<file path="config.mk">
export PLATFORM = sky130hd
export DESIGN_NAME = spool_weight_average_to_length_unit_flat
export DESIGN_NICKNAME = d
export VERILOG_FILES = /design/src/hw/rtl/swal_pkg.sv /design/src/hw/rtl/swal_in_if.sv /design/src/hw/rtl/swal_out_if.sv /design/src/hw/rtl/swal_ring.sv /design/src/hw/rtl/swal_net.sv /design/src/hw/rtl/swal_len.sv /design/src/hw/rtl/spool_weight_average_to_length_unit.sv /design/src/flat_wrapper.sv
export SDC_FILE = /design/constraint.sdc
export NUM_CORES = 2
export LEC_CHECK = 0
export ABC_AREA = 0
export BUFFER_PORTS_ARGS = -buffer_cell sky130_fd_sc_hd__clkbuf_2
export CORE_MARGIN = 5
export CORE_UTILIZATION = 59
export DETAILED_ROUTE_END_ITERATION = 8
export PLACE_DENSITY = 0.79
export SETUP_SLACK_MARGIN = 0.3
export SLEW_MARGIN = 20
export SYNTH_ARGS = -nofsm -noshare
export SYNTH_HDL_FRONTEND = slang
export SYNTH_SLANG_ARGS = --single-unit
</file>
<file path="constraint.sdc">
create_clock -name clk_i -period 8.72 [get_ports clk_i]
set_input_delay 0.872 -clock clk_i [delete_from_list [all_inputs] [get_ports clk_i]]
set_output_delay 0.872 -clock clk_i [all_outputs]
set_load 0.03 [all_outputs]
</file>
<file path="src/hw/rtl/swal_pkg.sv">
// Shared constants and types for the spool weight average to length block.
`timescale 1ns / 1ps

package swal_pkg;

  localparam int SAMPLE_W   = 22;
  localparam int NET_W      = 23;
  localparam int LEN_W      = 20;
  localparam int TARE_W     = 13;
  localparam int GAIN_W     = 18;
  localparam int STEP_W     = 16;
  localparam int TARE_CG_W  = 20;
  localparam int CFG_DATA_W = 18;
  localparam int CFG_IDX_W  = 2;
  localparam int GAIN_FRAC  = 16;
  // Positive net weight never exceeds this many bits.
  localparam int NET_POS_W  = 21;

  localparam int NET_MIN     = -2500000;
  localparam int NET_MAX     = 2000000;
  localparam int LEN_MAX     = 700000;
  localparam int SHOWN_RESET = -100;
  localparam int CG_PER_G    = 100;

  localparam int TARE_RESET  = 250;
  localparam int GAIN_RESET  = 21974;
  localparam int WSTEP_RESET = 10;
  localparam int LSTEP_RESET = 10;

  typedef enum logic [CFG_IDX_W-1:0] {
    CFG_TARE  = 2'd0,
    CFG_GAIN  = 2'd1,
    CFG_WSTEP = 2'd2,
    CFG_LSTEP = 2'd3
  } cfg_reg_e;

  typedef struct packed {
    logic [TARE_CG_W-1:0] tare_cg;
    logic [GAIN_W-1:0]    gain;
    logic [STEP_W-1:0]    weight_step;
    logic [STEP_W-1:0]    length_step;
  } cfg_t;

  typedef struct packed {
    logic                    valid;
    logic signed [NET_W-1:0] net;
  } net_stage_t;

endpackage

</file>
<file path="src/hw/rtl/swal_in_if.sv">
// Input channel carrying one scale sample per transfer.
`timescale 1ns / 1ps

interface swal_in_if;
  logic                                 valid;
  logic                                 ready;
  logic signed [swal_pkg::SAMPLE_W-1:0] sample_cg;

  modport source (output valid, output sample_cg, input ready);
  modport sink (input valid, input sample_cg, output ready);
endinterface

</file>
<file path="src/hw/rtl/swal_out_if.sv">
// Output channel carrying one weight and length result per transfer.
`timescale 1ns / 1ps

interface swal_out_if;
  logic                              valid;
  logic                              ready;
  logic signed [swal_pkg::NET_W-1:0] net_cg;
  logic [swal_pkg::LEN_W-1:0]        length_cm;
  logic                              is_empty;
  logic                              weight_changed;
  logic                              length_changed;

  modport source (output valid, output net_cg, output length_cm, output is_empty,
                  output weight_changed, output length_changed, input ready);
  modport sink (input valid, input net_cg, input length_cm, input is_empty,
                input weight_changed, input length_changed, output ready);
endinterface

</file>
<file path="src/hw/rtl/swal_ring.sv">
// Sample ring with a running total, updated on every input transfer.
`timescale 1ns / 1ps

module swal_ring #(
  parameter int AVG_DEPTH = 5,
  parameter int TOTAL_W   = 25
) (
  input  logic                               clk_i,
  input  logic                               rst_ni,
  input  logic                               in_valid_i,
  input  logic signed [swal_pkg::SAMPLE_W-1:0] in_sample_i,
  output logic                               in_ready_o,
  output logic                               tot_valid_o,
  output logic signed [TOTAL_W-1:0]          tot_o,
  input  logic                               tot_ready_i
);
  import swal_pkg::*;

  localparam int SLOT_W = (AVG_DEPTH > 1) ? $clog2(AVG_DEPTH) : 1;

  logic signed [SAMPLE_W-1:0] ring_q [AVG_DEPTH];
  logic [SLOT_W-1:0]          slot_q, slot_d;
  logic signed [TOTAL_W-1:0]  total_q, total_d;
  logic                       valid_q;
  logic                       accept;

  assign in_ready_o = !valid_q || tot_ready_i;
  assign accept     = in_valid_i && in_ready_o;

  // The slot being overwritten leaves the total as the new sample enters it.
  assign total_d = total_q + TOTAL_W'(in_sample_i) - TOTAL_W'(ring_q[slot_q]);
  assign slot_d  = (slot_q == SLOT_W'(AVG_DEPTH - 1)) ? '0 : slot_q + 1'b1;

  always_ff @(posedge clk_i or negedge rst_ni) begin
    if (!rst_ni) begin
      for (int i = 0; i < AVG_DEPTH; i++) begin
        ring_q[i] <= '0;
      end
      slot_q  <= '0;
      total_q <= '0;
      valid_q <= 1'b0;
    end else if (accept) begin
      ring_q[slot_q] <= in_sample_i;
      slot_q         <= slot_d;
      total_q        <= total_d;
      valid_q        <= 1'b1;
    end else if (tot_ready_i) begin
      valid_q <= 1'b0;
    end
  end

  assign tot_valid_o = valid_q;
  assign tot_o       = total_q;

endmodule

</file>
<file path="src/hw/rtl/swal_net.sv">
// Average by reciprocal multiply, tare subtraction and clamping to the net range.
`timescale 1ns / 1ps

module swal_net #(
  parameter int AVG_DEPTH = 5,
  parameter int TOTAL_W   = 25
) (
  input  logic                          clk_i,
  input  logic                          rst_ni,
  input  logic                          tot_valid_i,
  input  logic signed [TOTAL_W-1:0]     tot_i,
  output logic                          tot_ready_o,
  input  logic [swal_pkg::TARE_CG_W-1:0] tare_cg_i,
  output swal_pkg::net_stage_t          net_o,
  input  logic                          net_ready_i
);
  import swal_pkg::*;

  // Exact truncating division for magnitudes below 2**TOTAL_W.
  localparam int          SHIFT   = TOTAL_W + $clog2(AVG_DEPTH);
  localparam longint      RECIP   = ((64'sd1 <<< SHIFT) + AVG_DEPTH - 1) / AVG_DEPTH;
  localparam int          RECIP_W = $clog2(RECIP + 1);
  localparam int          PROD_W  = TOTAL_W + RECIP_W;
  localparam int          DIFF_W  = TOTAL_W + 1;
  localparam logic [RECIP_W-1:0]       RECIP_C = RECIP_W'(RECIP);
  localparam logic signed [DIFF_W-1:0] NET_MIN_D = DIFF_W'(NET_MIN);
  localparam logic signed [DIFF_W-1:0] NET_MAX_D = DIFF_W'(NET_MAX);

  logic                    va_q, vb_q;
  logic                    ready_a, ready_b;
  logic                    neg_q;
  logic [PROD_W-1:0]       prod_q;
  logic [TOTAL_W-1:0]      mag;
  logic [PROD_W-1:0]       quot_full;
  logic signed [TOTAL_W-1:0] avg;
  logic signed [DIFF_W-1:0]  diff;
  logic signed [NET_W-1:0]   net_d, net_q;

  assign ready_b     = !vb_q || net_ready_i;
  assign ready_a     = !va_q || ready_b;
  assign tot_ready_o = ready_a;

  assign mag = tot_i[TOTAL_W-1] ? TOTAL_W'(-tot_i) : TOTAL_W'(tot_i);

  assign quot_full = prod_q >> SHIFT;
  assign avg       = neg_q ? -$signed(quot_full[TOTAL_W-1:0])
                           : $signed(quot_full[TOTAL_W-1:0]);
  assign diff      = DIFF_W'(avg) - $signed({{(DIFF_W - TARE_CG_W){1'b0}}, tare_cg_i});

  always_comb begin
    if (diff < NET_MIN_D) begin
      net_d = NET_W'(NET_MIN);
    end else if (diff > NET_MAX_D) begin
      net_d = NET_W'(NET_MAX);
    end else begin
      net_d = diff[NET_W-1:0];
    end
  end

  always_ff @(posedge clk_i or negedge rst_ni) begin
    if (!rst_ni) begin
      va_q <= 1'b0;
      vb_q <= 1'b0;
    end else begin
      if (ready_a) begin
        va_q <= tot_valid_i;
      end
      if (ready_b) begin
        vb_q <= va_q;
      end
    end
  end

  always_ff @(posedge clk_i) begin
    if (ready_a && tot_valid_i) begin
      neg_q  <= tot_i[TOTAL_W-1];
      prod_q <= PROD_W'(mag) * PROD_W'(RECIP_C);
    end
    if (ready_b && va_q) begin
      net_q <= net_d;
    end
  end

  assign net_o.valid = vb_q;
  assign net_o.net   = net_q;

endmodule

</file>
<file path="src/hw/rtl/swal_len.sv">
// Length multiply, clamping and change detection against the shown values.
`timescale 1ns / 1ps

module swal_len (
  input  logic                 clk_i,
  input  logic                 rst_ni,
  input  swal_pkg::net_stage_t net_i,
  output logic                 net_ready_o,
  input  swal_pkg::cfg_t       cfg_i,
  swal_out_if.source           result_o
);
  import swal_pkg::*;

  localparam int PROD_W = NET_POS_W + GAIN_W;
  localparam int SCL_W  = PROD_W - GAIN_FRAC;
  localparam int WD_W   = NET_W + 1;
  localparam int LD_W   = LEN_W + 2;

  logic                    vc_q, vo_q;
  logic                    ready_c, ready_o;
  logic signed [NET_W-1:0] net_c_q;
  logic                    pos_c_q;
  logic [PROD_W-1:0]       prod_q;
  logic                    pos;

  logic [SCL_W-1:0]          scaled;
  logic [LEN_W-1:0]          len;
  logic signed [WD_W-1:0]    wdiff;
  logic [WD_W-1:0]           wabs;
  logic signed [LD_W-1:0]    ldiff;
  logic [LD_W-1:0]           labs;
  logic                      wchg, lchg;

  logic signed [NET_W-1:0]   shown_w_q;
  logic signed [LEN_W:0]     shown_l_q;

  logic signed [NET_W-1:0]   net_out_q;
  logic [LEN_W-1:0]          len_out_q;
  logic                      empty_q, wchg_q, lchg_q;

  assign ready_o     = !vo_q || result_o.ready;
  assign ready_c     = !vc_q || ready_o;
  assign net_ready_o = ready_c;

  assign pos = !net_i.net[NET_W-1] && (net_i.net != '0);

  assign scaled = prod_q[PROD_W-1:GAIN_FRAC];
  assign len    = (scaled > SCL_W'(LEN_MAX)) ? LEN_W'(LEN_MAX) : scaled[LEN_W-1:0];

  assign wdiff = WD_W'(net_c_q) - WD_W'(shown_w_q);
  assign wabs  = wdiff[WD_W-1] ? WD_W'(-wdiff) : WD_W'(wdiff);
  assign ldiff = $signed({2'b00, len}) - LD_W'(shown_l_q);
  assign labs  = ldiff[LD_W-1] ? LD_W'(-ldiff) : LD_W'(ldiff);

  assign wchg = pos_c_q && (wabs > WD_W'(cfg_i.weight_step));
  assign lchg = pos_c_q && (labs > LD_W'(cfg_i.length_step));

  always_ff @(posedge clk_i or negedge rst_ni) begin
    if (!rst_ni) begin
      vc_q      <= 1'b0;
      vo_q      <= 1'b0;
      shown_w_q <= NET_W'(SHOWN_RESET);
      shown_l_q <= (LEN_W + 1)'(SHOWN_RESET);
    end else begin
      if (ready_c) begin
        vc_q <= net_i.valid;
      end
      if (ready_o) begin
        vo_q <= vc_q;
      end
      // Shown values move only when an item enters the result register.
      if (ready_o && vc_q) begin
        if (!pos_c_q) begin
          shown_w_q <= NET_W'(SHOWN_RESET);
          shown_l_q <= (LEN_W + 1)'(SHOWN_RESET);
        end else begin
          if (wchg) begin
            shown_w_q <= net_c_q;
          end
          if (lchg) begin
            shown_l_q <= $signed({1'b0, len});
          end
        end
      end
    end
  end

  always_ff @(posedge clk_i) begin
    if (ready_c && net_i.valid) begin
      net_c_q <= net_i.net;
      pos_c_q <= pos;
      prod_q  <= pos ? PROD_W'(net_i.net[NET_POS_W-1:0]) * PROD_W'(cfg_i.gain) : '0;
    end
    if (ready_o && vc_q) begin
      net_out_q <= net_c_q;
      len_out_q <= pos_c_q ? len : '0;
      empty_q   <= !pos_c_q;
      wchg_q    <= wchg;
      lchg_q    <= lchg;
    end
  end

  assign result_o.valid          = vo_q;
  assign result_o.net_cg         = net_out_q;
  assign result_o.length_cm      = len_out_q;
  assign result_o.is_empty       = empty_q;
  assign result_o.weight_changed = wchg_q;
  assign result_o.length_changed = lchg_q;

endmodule

</file>
<file path="src/hw/rtl/spool_weight_average_to_length_unit.sv">
// Top level: configuration registers and the averaging and length pipeline.
//
//   Channel    Direction  Contents
//   sample_i   in         sample_cg, one scale reading per transfer
//   result_o   out        net_cg, length_cm, is_empty, weight_changed, length_changed
//   cfg_*_i    in         register write: cfg_we_i, cfg_idx_i, cfg_wdata_i
//
// One sample is taken per cycle while sample_i.ready is high; each result then passes through the stages in order.
// The stages are: ring and running total, reciprocal multiply, net and clamp,
// length multiply, and the result register holding the shown-value compare.
// Reset clears the ring and the total, sets the shown values to SHOWN_RESET and loads register defaults.
// A stall on result_o backs up stage by stage; sample_i.ready drops only when full.
`timescale 1ns / 1ps

module spool_weight_average_to_length_unit #(
  parameter int AVG_DEPTH = 5
) (
  input  logic                              clk_i,
  input  logic                              rst_ni,
  input  logic                              cfg_we_i,
  input  logic [swal_pkg::CFG_IDX_W-1:0]    cfg_idx_i,
  input  logic [swal_pkg::CFG_DATA_W-1:0]   cfg_wdata_i,
  swal_in_if.sink                           sample_i,
  swal_out_if.source                        result_o
);
  import swal_pkg::*;

  localparam int TOTAL_W = SAMPLE_W + $clog2(AVG_DEPTH);

  cfg_t                      cfg_q;
  logic                      tot_valid, tot_ready;
  logic signed [TOTAL_W-1:0] tot;
  net_stage_t                net_stage;
  logic                      net_ready;

  // The tare is kept in centigrams so the pipeline only subtracts it.
  always_ff @(posedge clk_i or negedge rst_ni) begin
    if (!rst_ni) begin
      cfg_q.tare_cg     <= TARE_CG_W'(TARE_RESET * CG_PER_G);
      cfg_q.gain        <= GAIN_W'(GAIN_RESET);
      cfg_q.weight_step <= STEP_W'(WSTEP_RESET);
      cfg_q.length_step <= STEP_W'(LSTEP_RESET);
    end else if (cfg_we_i) begin
      case (cfg_reg_e'(cfg_idx_i))
        CFG_TARE: begin
          cfg_q.tare_cg <= TARE_CG_W'(cfg_wdata_i[TARE_W-1:0]) * TARE_CG_W'(CG_PER_G);
        end
        CFG_GAIN: begin
          cfg_q.gain <= cfg_wdata_i[GAIN_W-1:0];
        end
        CFG_WSTEP: begin
          cfg_q.weight_step <= cfg_wdata_i[STEP_W-1:0];
        end
        CFG_LSTEP: begin
          cfg_q.length_step <= cfg_wdata_i[STEP_W-1:0];
        end
        default: begin
        end
      endcase
    end
  end

  swal_ring #(
    .AVG_DEPTH (AVG_DEPTH),
    .TOTAL_W   (TOTAL_W)
  ) u_ring (
    .clk_i       (clk_i),
    .rst_ni      (rst_ni),
    .in_valid_i  (sample_i.valid),
    .in_sample_i (sample_i.sample_cg),
    .in_ready_o  (sample_i.ready),
    .tot_valid_o (tot_valid),
    .tot_o       (tot),
    .tot_ready_i (tot_ready)
  );

  swal_net #(
    .AVG_DEPTH (AVG_DEPTH),
    .TOTAL_W   (TOTAL_W)
  ) u_net (
    .clk_i       (clk_i),
    .rst_ni      (rst_ni),
    .tot_valid_i (tot_valid),
    .tot_i       (tot),
    .tot_ready_o (tot_ready),
    .tare_cg_i   (cfg_q.tare_cg),
    .net_o       (net_stage),
    .net_ready_i (net_ready)
  );

  swal_len u_len (
    .clk_i       (clk_i),
    .rst_ni      (rst_ni),
    .net_i       (net_stage),
    .net_ready_o (net_ready),
    .cfg_i       (cfg_q),
    .result_o    (result_o)
  );

endmodule

</file>
<file path="src/flat_wrapper.sv">
// flat-port wrapper written by rule: the top's interface ports become plain ports
module spool_weight_average_to_length_unit_flat import swal_pkg::*;
#(
  parameter int AVG_DEPTH = 5
)
  (clk_i, rst_ni, cfg_we_i, cfg_idx_i, cfg_wdata_i, sample_i_valid, sample_i_sample_cg, sample_i_ready, result_o_valid, result_o_net_cg, result_o_length_cm, result_o_is_empty, result_o_weight_changed, result_o_length_changed, result_o_ready);
  swal_in_if sample_i_i ();
  swal_out_if result_o_i ();
  input  logic clk_i;
  input  logic rst_ni;
  input  logic cfg_we_i;
  input  logic [swal_pkg::CFG_IDX_W-1:0] cfg_idx_i;
  input  logic [swal_pkg::CFG_DATA_W-1:0] cfg_wdata_i;
  input wire logic [$bits(sample_i_i.valid)-1:0] sample_i_valid;
  input wire logic [$bits(sample_i_i.sample_cg)-1:0] sample_i_sample_cg;
  output wire logic [$bits(sample_i_i.ready)-1:0] sample_i_ready;
  output wire logic [$bits(result_o_i.valid)-1:0] result_o_valid;
  output wire logic [$bits(result_o_i.net_cg)-1:0] result_o_net_cg;
  output wire logic [$bits(result_o_i.length_cm)-1:0] result_o_length_cm;
  output wire logic [$bits(result_o_i.is_empty)-1:0] result_o_is_empty;
  output wire logic [$bits(result_o_i.weight_changed)-1:0] result_o_weight_changed;
  output wire logic [$bits(result_o_i.length_changed)-1:0] result_o_length_changed;
  input wire logic [$bits(result_o_i.ready)-1:0] result_o_ready;
  assign sample_i_i.valid = sample_i_valid;
  assign sample_i_i.sample_cg = sample_i_sample_cg;
  assign sample_i_ready = sample_i_i.ready;
  assign result_o_valid = result_o_i.valid;
  assign result_o_net_cg = result_o_i.net_cg;
  assign result_o_length_cm = result_o_i.length_cm;
  assign result_o_is_empty = result_o_i.is_empty;
  assign result_o_weight_changed = result_o_i.weight_changed;
  assign result_o_length_changed = result_o_i.length_changed;
  assign result_o_i.ready = result_o_ready;
  spool_weight_average_to_length_unit #(.AVG_DEPTH(AVG_DEPTH)) u_core (.clk_i(clk_i), .rst_ni(rst_ni), .cfg_we_i(cfg_we_i), .cfg_idx_i(cfg_idx_i), .cfg_wdata_i(cfg_wdata_i), .sample_i(sample_i_i), .result_o(result_o_i));
endmodule
</file>
* After elaboration in Yosys (flattened, before gate mapping)
Cells that the tools add are included.
** Storage, ports and cells
- Word-level logic and storage cells :: 107
- Output and inout port bits :: 48
- Register bits after elaboration :: 437
- Input port bits :: 47
** Operators by class
- Mux-type cells :: 19
- Reduce and logical (&&, ||, !) cells :: 31
- Add/sub/neg operators :: 10
- Magnitude comparators :: 7
- Equal/unequal tests :: 6
- Multipliers :: 3
- Bitwise gates (word level) :: 1
** Operators with widths (number)
- $bwmux W110 :: 1
- $mux W22 :: 4
- $mux W23 :: 3
- $bmux W22 S3 :: 1
- $demux W22 S3 :: 1
- $mux W25 :: 2
- $mul A25 B24 Y49 const B :: 1
- $mux W21 :: 2
- $mul A21 B18 Y39 :: 1
- $gt A26 B22 Y1 const B :: 1
- $lt A26 B23 Y1 const B :: 1
- $sub A25 B21 Y26 :: 1
- $add A25 B22 Y25 :: 1
- $neg A23 Y25 :: 1
- $neg A25 Y25 :: 1
- $sub A25 B22 Y25 :: 1
- $gt A24 B16 Y1 :: 1
- $mux W24 :: 1
- $neg A24 Y24 :: 1
- $sub A23 B23 Y24 :: 1
- $gt A23 B20 Y1 const B :: 1
- $reduce_bool A23 Y1 :: 1
- $gt A22 B16 Y1 :: 1
- $neg A22 Y22 :: 1
- 20 further kinds :: 46

* Depth between registers and ports, before layout
- Word-level depth :: 9
- Depth in mapped cells :: 33
- Gate-level depth less buffers :: 33

* By module
A second synthesis with hierarchy kept.
** Second synthesis, totals
- Cell total of the unflattened synthesis :: 5000
- Area, all modules :: 47684.5 µm²
** By module, submodules not included
- swal_len :: area each 21321.7 µm², cells an instance 2341, times used 1
- swal_net :: area each 14642.8 µm², cells an instance 1485, times used 1
- swal_ring :: area each 7963.9 µm², cells an instance 841, times used 1
- spool_weight_average_to_length_unit :: area each 3756.1 µm², cells an instance 333, times used 1

* Least setup slack after synthesis
No wires, ideal clock.
- Path kind :: flip-flop to flip-flop
- From :: register u_core.u_ring.total_q[0] (netlist: u_core.u_ring.tot_o[0])
- To :: register u_core.u_net.prod_q[49], data pin
- Buffers on the path :: 0
- Path slack :: 0.343 ns
- Cell stages (with the launch flop) :: 32
- Arrival :: 8.115 ns
- Cell sequence :: dfrtp_1 inv_1 ha_1 nand4_1 nand2b_1 or4_1 o31ai_1 xnor2_1 ha_1 ha_1 inv_1 fa_1 inv_1 fa_1 fa_1 fa_1 inv_1 fa_1 inv_1 ha_1 a21o_1 a21o_1 a2111oi_0 nand2_1 a211o_1 a31oi_1 a21bo_2 a31oi_1 o41ai_1 a21oi_1 o21bai_1 xor2_1
** On the way
- Word-level cells in the longest chain between the ends :: 3
** Ends and longest elaborated chain
- from (decl) :: RTL line swal_ring.sv:23 : logic signed [TOTAL_W-1:0] total_q, total_d;
- from (signal assigned) :: RTL line swal_ring.sv:45 : total_q <= total_d;
- $neg A25 Y25 :: RTL line swal_net.sv:43 : assign mag = tot_i[TOTAL_W-1] ? TOTAL_W'(-tot_i) : TOTAL_W'(tot_i);
- $mux W25 (*) :: RTL line swal_net.sv:43
- $mul A25 B24 Y49 (*) :: RTL line swal_net.sv:77 : prod_q <= PROD_W'(mag) * PROD_W'(RECIP_C);
- to (signal assigned) :: RTL line swal_net.sv:77
- to (decl) :: RTL line swal_net.sv:32 : logic [PROD_W-1:0] prod_q;
Every way passes the cells marked *; elsewhere a longest branch is shown, timed or not.
A chain may end at the register's enable or synchronous reset.

* Worst setup path in the final report
- From :: register u_core.u_ring.total_q[0] (netlist: u_core.u_ring.tot_o[0])
- To :: register u_core.u_net.prod_q[45], data pin
The elaborated chain is that of the path after synthesis.

==> flow_metrics.py <==
metrics = {
    "logic_synthesis": {
        "async_flop_share_pct": 64.6,
        "synth_edf_count": 140,
        "ys_top_cells_by_count": "inv_1, fa_1, ha_1",
        "yosysTopAreaCell": "fa_1",
        "ys_seq_area_share_pct": 23.0,
        "synth_nets": 5948,
        "ys_ff_latch": 395,
        "syn_area_um2": 46400,
        "synthFlopType": "dfrtp_1",
        "synth-warning-count": 0,
        "synth_most_common_cell": "inv_1",
        "avgSynthCellArea_um2": 9.68,
        "synth_top_area_share_pct": 24.6,
        "synth_cells": 4789,
        "yosysUniqueCellTypes": 99,
        "synth_area_leaders": "fa_1, ha_1, dfrtp_1",
    },
    "floorplanning": {
        "die_area_um2": 84300,
        "die_x_um": 290,
        "io_pins": 95,
        "core_um2": 77700,
        "row_count": 102,
        "fp.dieH_um": 290,
        "start_util_pct": 59.7,
    },
    "global_route": {
        "grt_pass1_wl_mm": 183,
        "grt_start_max_net_pins": 142,
        "antenna_found_initial": 0,
        "grt_use_total_pct": 26.6,
        "grt_pass1_vias": 35535,
        "grt-ovfl-total": 0,
    },
    "timing": {
        "slew_headroom_pct": 27.9,
        "fin_crit_ns": 8.15,
        "clock_skew_ns": 0.0370,
        "worstMarginPinSlew_ns": 1.08,
        "max_freq_mhz": 123,
        "maxSlewViolCount": 0,
        "fin_crit_sh_pct": 93.5,
        "fin_setup_tns_ns": 0,
        "rsz0062_at_grt": "false",
        "finalHoldViolations": 0,
        "setup_viol": 0,
    },
    "place": {
        "io_buffers": 94,
        "place_congestion": 0.946,
        "hpwl_mm": 88.0,
        "place_area_um2": 48100,
    },
    "critical_path": {
        "cp-start-kind": "flop",
        "crit_type": "flop to flop",
        "crit_top_cell": "fa_1",
        "cp_slowest_stage_delay_ns": 0.55,
        "critPathArrivalTime_ns": 8.47,
        "critPathMaxFanout": 5,
        "worst_ep_required_time_ns": 9.04,
        "crit_slowest_cell": "fa_1",
        "crit_path_end_kind": "flop",
        "rr_worst_depth": 32,
    },
    "final_layout": {
        "area_growth_syn_to_layout_pct": 7.79,
        "nets": 6011,
        "drive_above_1_share_pct": 9.53,
        "design_area_um2": 50000,
        "diodes": 0,
        "fillerInstances": 6033,
    },
    "route": {
        "vias_per_cell": 5.72,
        "routed_wl_mm": 112,
        "ant_nets": 0,
        "drt-wirelength-per-cell_um": 18.9,
        "dr.pass1.iters": 5,
        "drc": 0,
        "drt-initial-drc-count": 2170,
        "vias": 33927,
    },
    "job": {
        "cap_violations": 0,
    },
    "cts": {
        "htreeDepth": 2,
        "root_buffer": "clkbuf_16",
        "clk_pin_slew_worst_paths_ns": 0.07,
        "worstSkewPairLatency_ns": 0.62,
        "ctsLongestPathBuffers": 3,
        "cts_made_buffers": 46,
        "cts.sinks": 395,
        "postCtsHoldBufs": 0,
        "cts_tree": "done",
    },
    "hold_path": {
        "worstHoldPathType": "primary input to asynchronous set/reset pin",
    },
    "status": {
        "outcome": "finished clean",
    },
}
[state kept, by name (all words and copies together), names as in the netlist]
name                                  flops
u_core.cfg_q                             68
u_core.u_len.result_o.net_cg             23
u_core.u_len.result_o.length_cm          20
u_core.u_ring.tot_o                      25
u_core.u_len.result_o.is_empty            1
u_core.u_len.result_o.valid               1
u_core.u_len.shown_l_q                   21
u_core.u_len.result_o.weight_changed      1
u_core.u_ring.tot_valid_o                 1
u_core.u_len.vc_q                         1
u_core.u_net.neg_q                        1
u_core.u_net.vb_q                         1
u_core.u_net.net_q                       23
u_core.u_len.result_o.length_changed      1
u_core.u_len.net_c_q                     23
u_core.u_len.shown_w_q                   23
u_core.u_len.pos_c_q                      1
u_core.u_len.prod_q                      23
u_core.u_net.va_q                         1
u_core.u_ring.slot_q                      3
u_core.u_ring.ring_q                    110
u_core.u_net.prod_q                      23
[what timing repair did]
action                     CTS  global route
gates resized for setup     13            33
setup endpoints to repair   11            16
pin swaps                    0            22
setup buffers                0            12
[final cells by class]
type / instances / area, µm² / area share, %
Tap cell: 1040 / 1300 / 2.60
Clock inverter: 26 / 269 / 0.538
Sequential cell: 395 / 10700 / 21.3
Clock buffer: 60 / 1250 / 2.51
Inverter: 982 / 3690 / 7.37
Timing Repair Buffer: 177 / 1130 / 2.26
Multi-Input combinational cell: 3250 / 31700 / 63.4
[path summary, 6_finish.rpt]
check | from | slack, ns | endpoint
max | u_core.u_ring.tot_o[0]$_DFFE_PN0P_ | 0.57 | u_core.u_net.prod_q[45]$_DFFE_PP_
min in group clk_i | u_core.u_net.net_q[22]$_SDFFCE_PP1P_ | 0.46 | u_core.u_len.net_c_q[22]$_DFFE_PP_
min reg2reg | u_core.u_net.net_q[22]$_SDFFCE_PP1P_ | 0.46 | u_core.u_len.net_c_q[22]$_DFFE_PP_
max in group asynchronous | rst_ni | 6.97 | u_core.u_ring.ring_q[67]$_DFFE_PN0P_
max reg2reg | u_core.u_ring.tot_o[0]$_DFFE_PN0P_ | 0.57 | u_core.u_net.prod_q[45]$_DFFE_PP_
min | rst_ni | 0.27 | u_core.cfg_q[28]$_DFFE_PN0P_
[layer usage]
metal | wire length [µm] | part of all wire (%) | global-route usage, %
met3 | 7490 | 6.7 | 4.42
met1 | 44400 | 40 | 33.8
met4 | 5400 | 4.8 | 11.0
met5 | 0 | 0 | 0
met2 | 54900 | 49 | 45.4
[per-stage QoR]
step / hold WS, ns / setup WS, ns / std cells / utilization [%]
4_1_cts: 0.373 / 0.305 / 5918 / 63.9
5_1_grt: 0.426 / 0.267 / 5930 / 64.3
3_3_place_gp: 0.435 / 0.0785 / 5831 / 61.9
2_1_floorplan: 0.424 / 0.343 / 4789 / -
3_5_place_dp: 0.439 / -0.0639 / 5832 / 61.9
6_report: 0.270 / 0.569 / 5930 / 64.3
[logic make-up (layout without fill, tap and decap cells)]
| kind of cell | Yosys count | in the layout | share of synthesized area, % |
|---|---|---|---|
| AO/OA/AOI/OAI | 739 | 739 | 10.5 |
| multiplexers | 96 | 96 | 2.81 |
| flip-flops | 395 | 395 | 23.0 |
| XOR/XNOR | 189 | 189 | 3.60 |
| buffers and inverters | 1144 | 1245 | 9.29 |
| AND/OR/NAND/NOR | 1114 | 1114 | 11.6 |
| adder cells (fa/ha/maj) | 1112 | 1112 | 39.2 |
[worst max-delay path, delay by kind of cell (launching register included)]
family,cells,cell delay (ns)
buf+inv,7,0.65
flops,1,0.40
compound gates,10,2.30
xor+xnor,1,0.09
fa+ha+maj,8,3.34
simple gates,6,1.09
[cell usage in the layout (no fill, tap or decap), types with 120 or more instances in the layout]
cell type,synthesis,final
a21oi_1,123,120
and2_1,147,146
dfrtp_1,200,200
edfxtp_1,140,140
fa_1,569,569
ha_1,543,539
inv_1,980,978
nand2_1,531,530
nor2_1,123,122
o21ai_0,264,261
xnor2_1,131,127
Power is not shown: default switching activity piles up to over one toggle a cycle in this logic, so the estimate is an artifact.
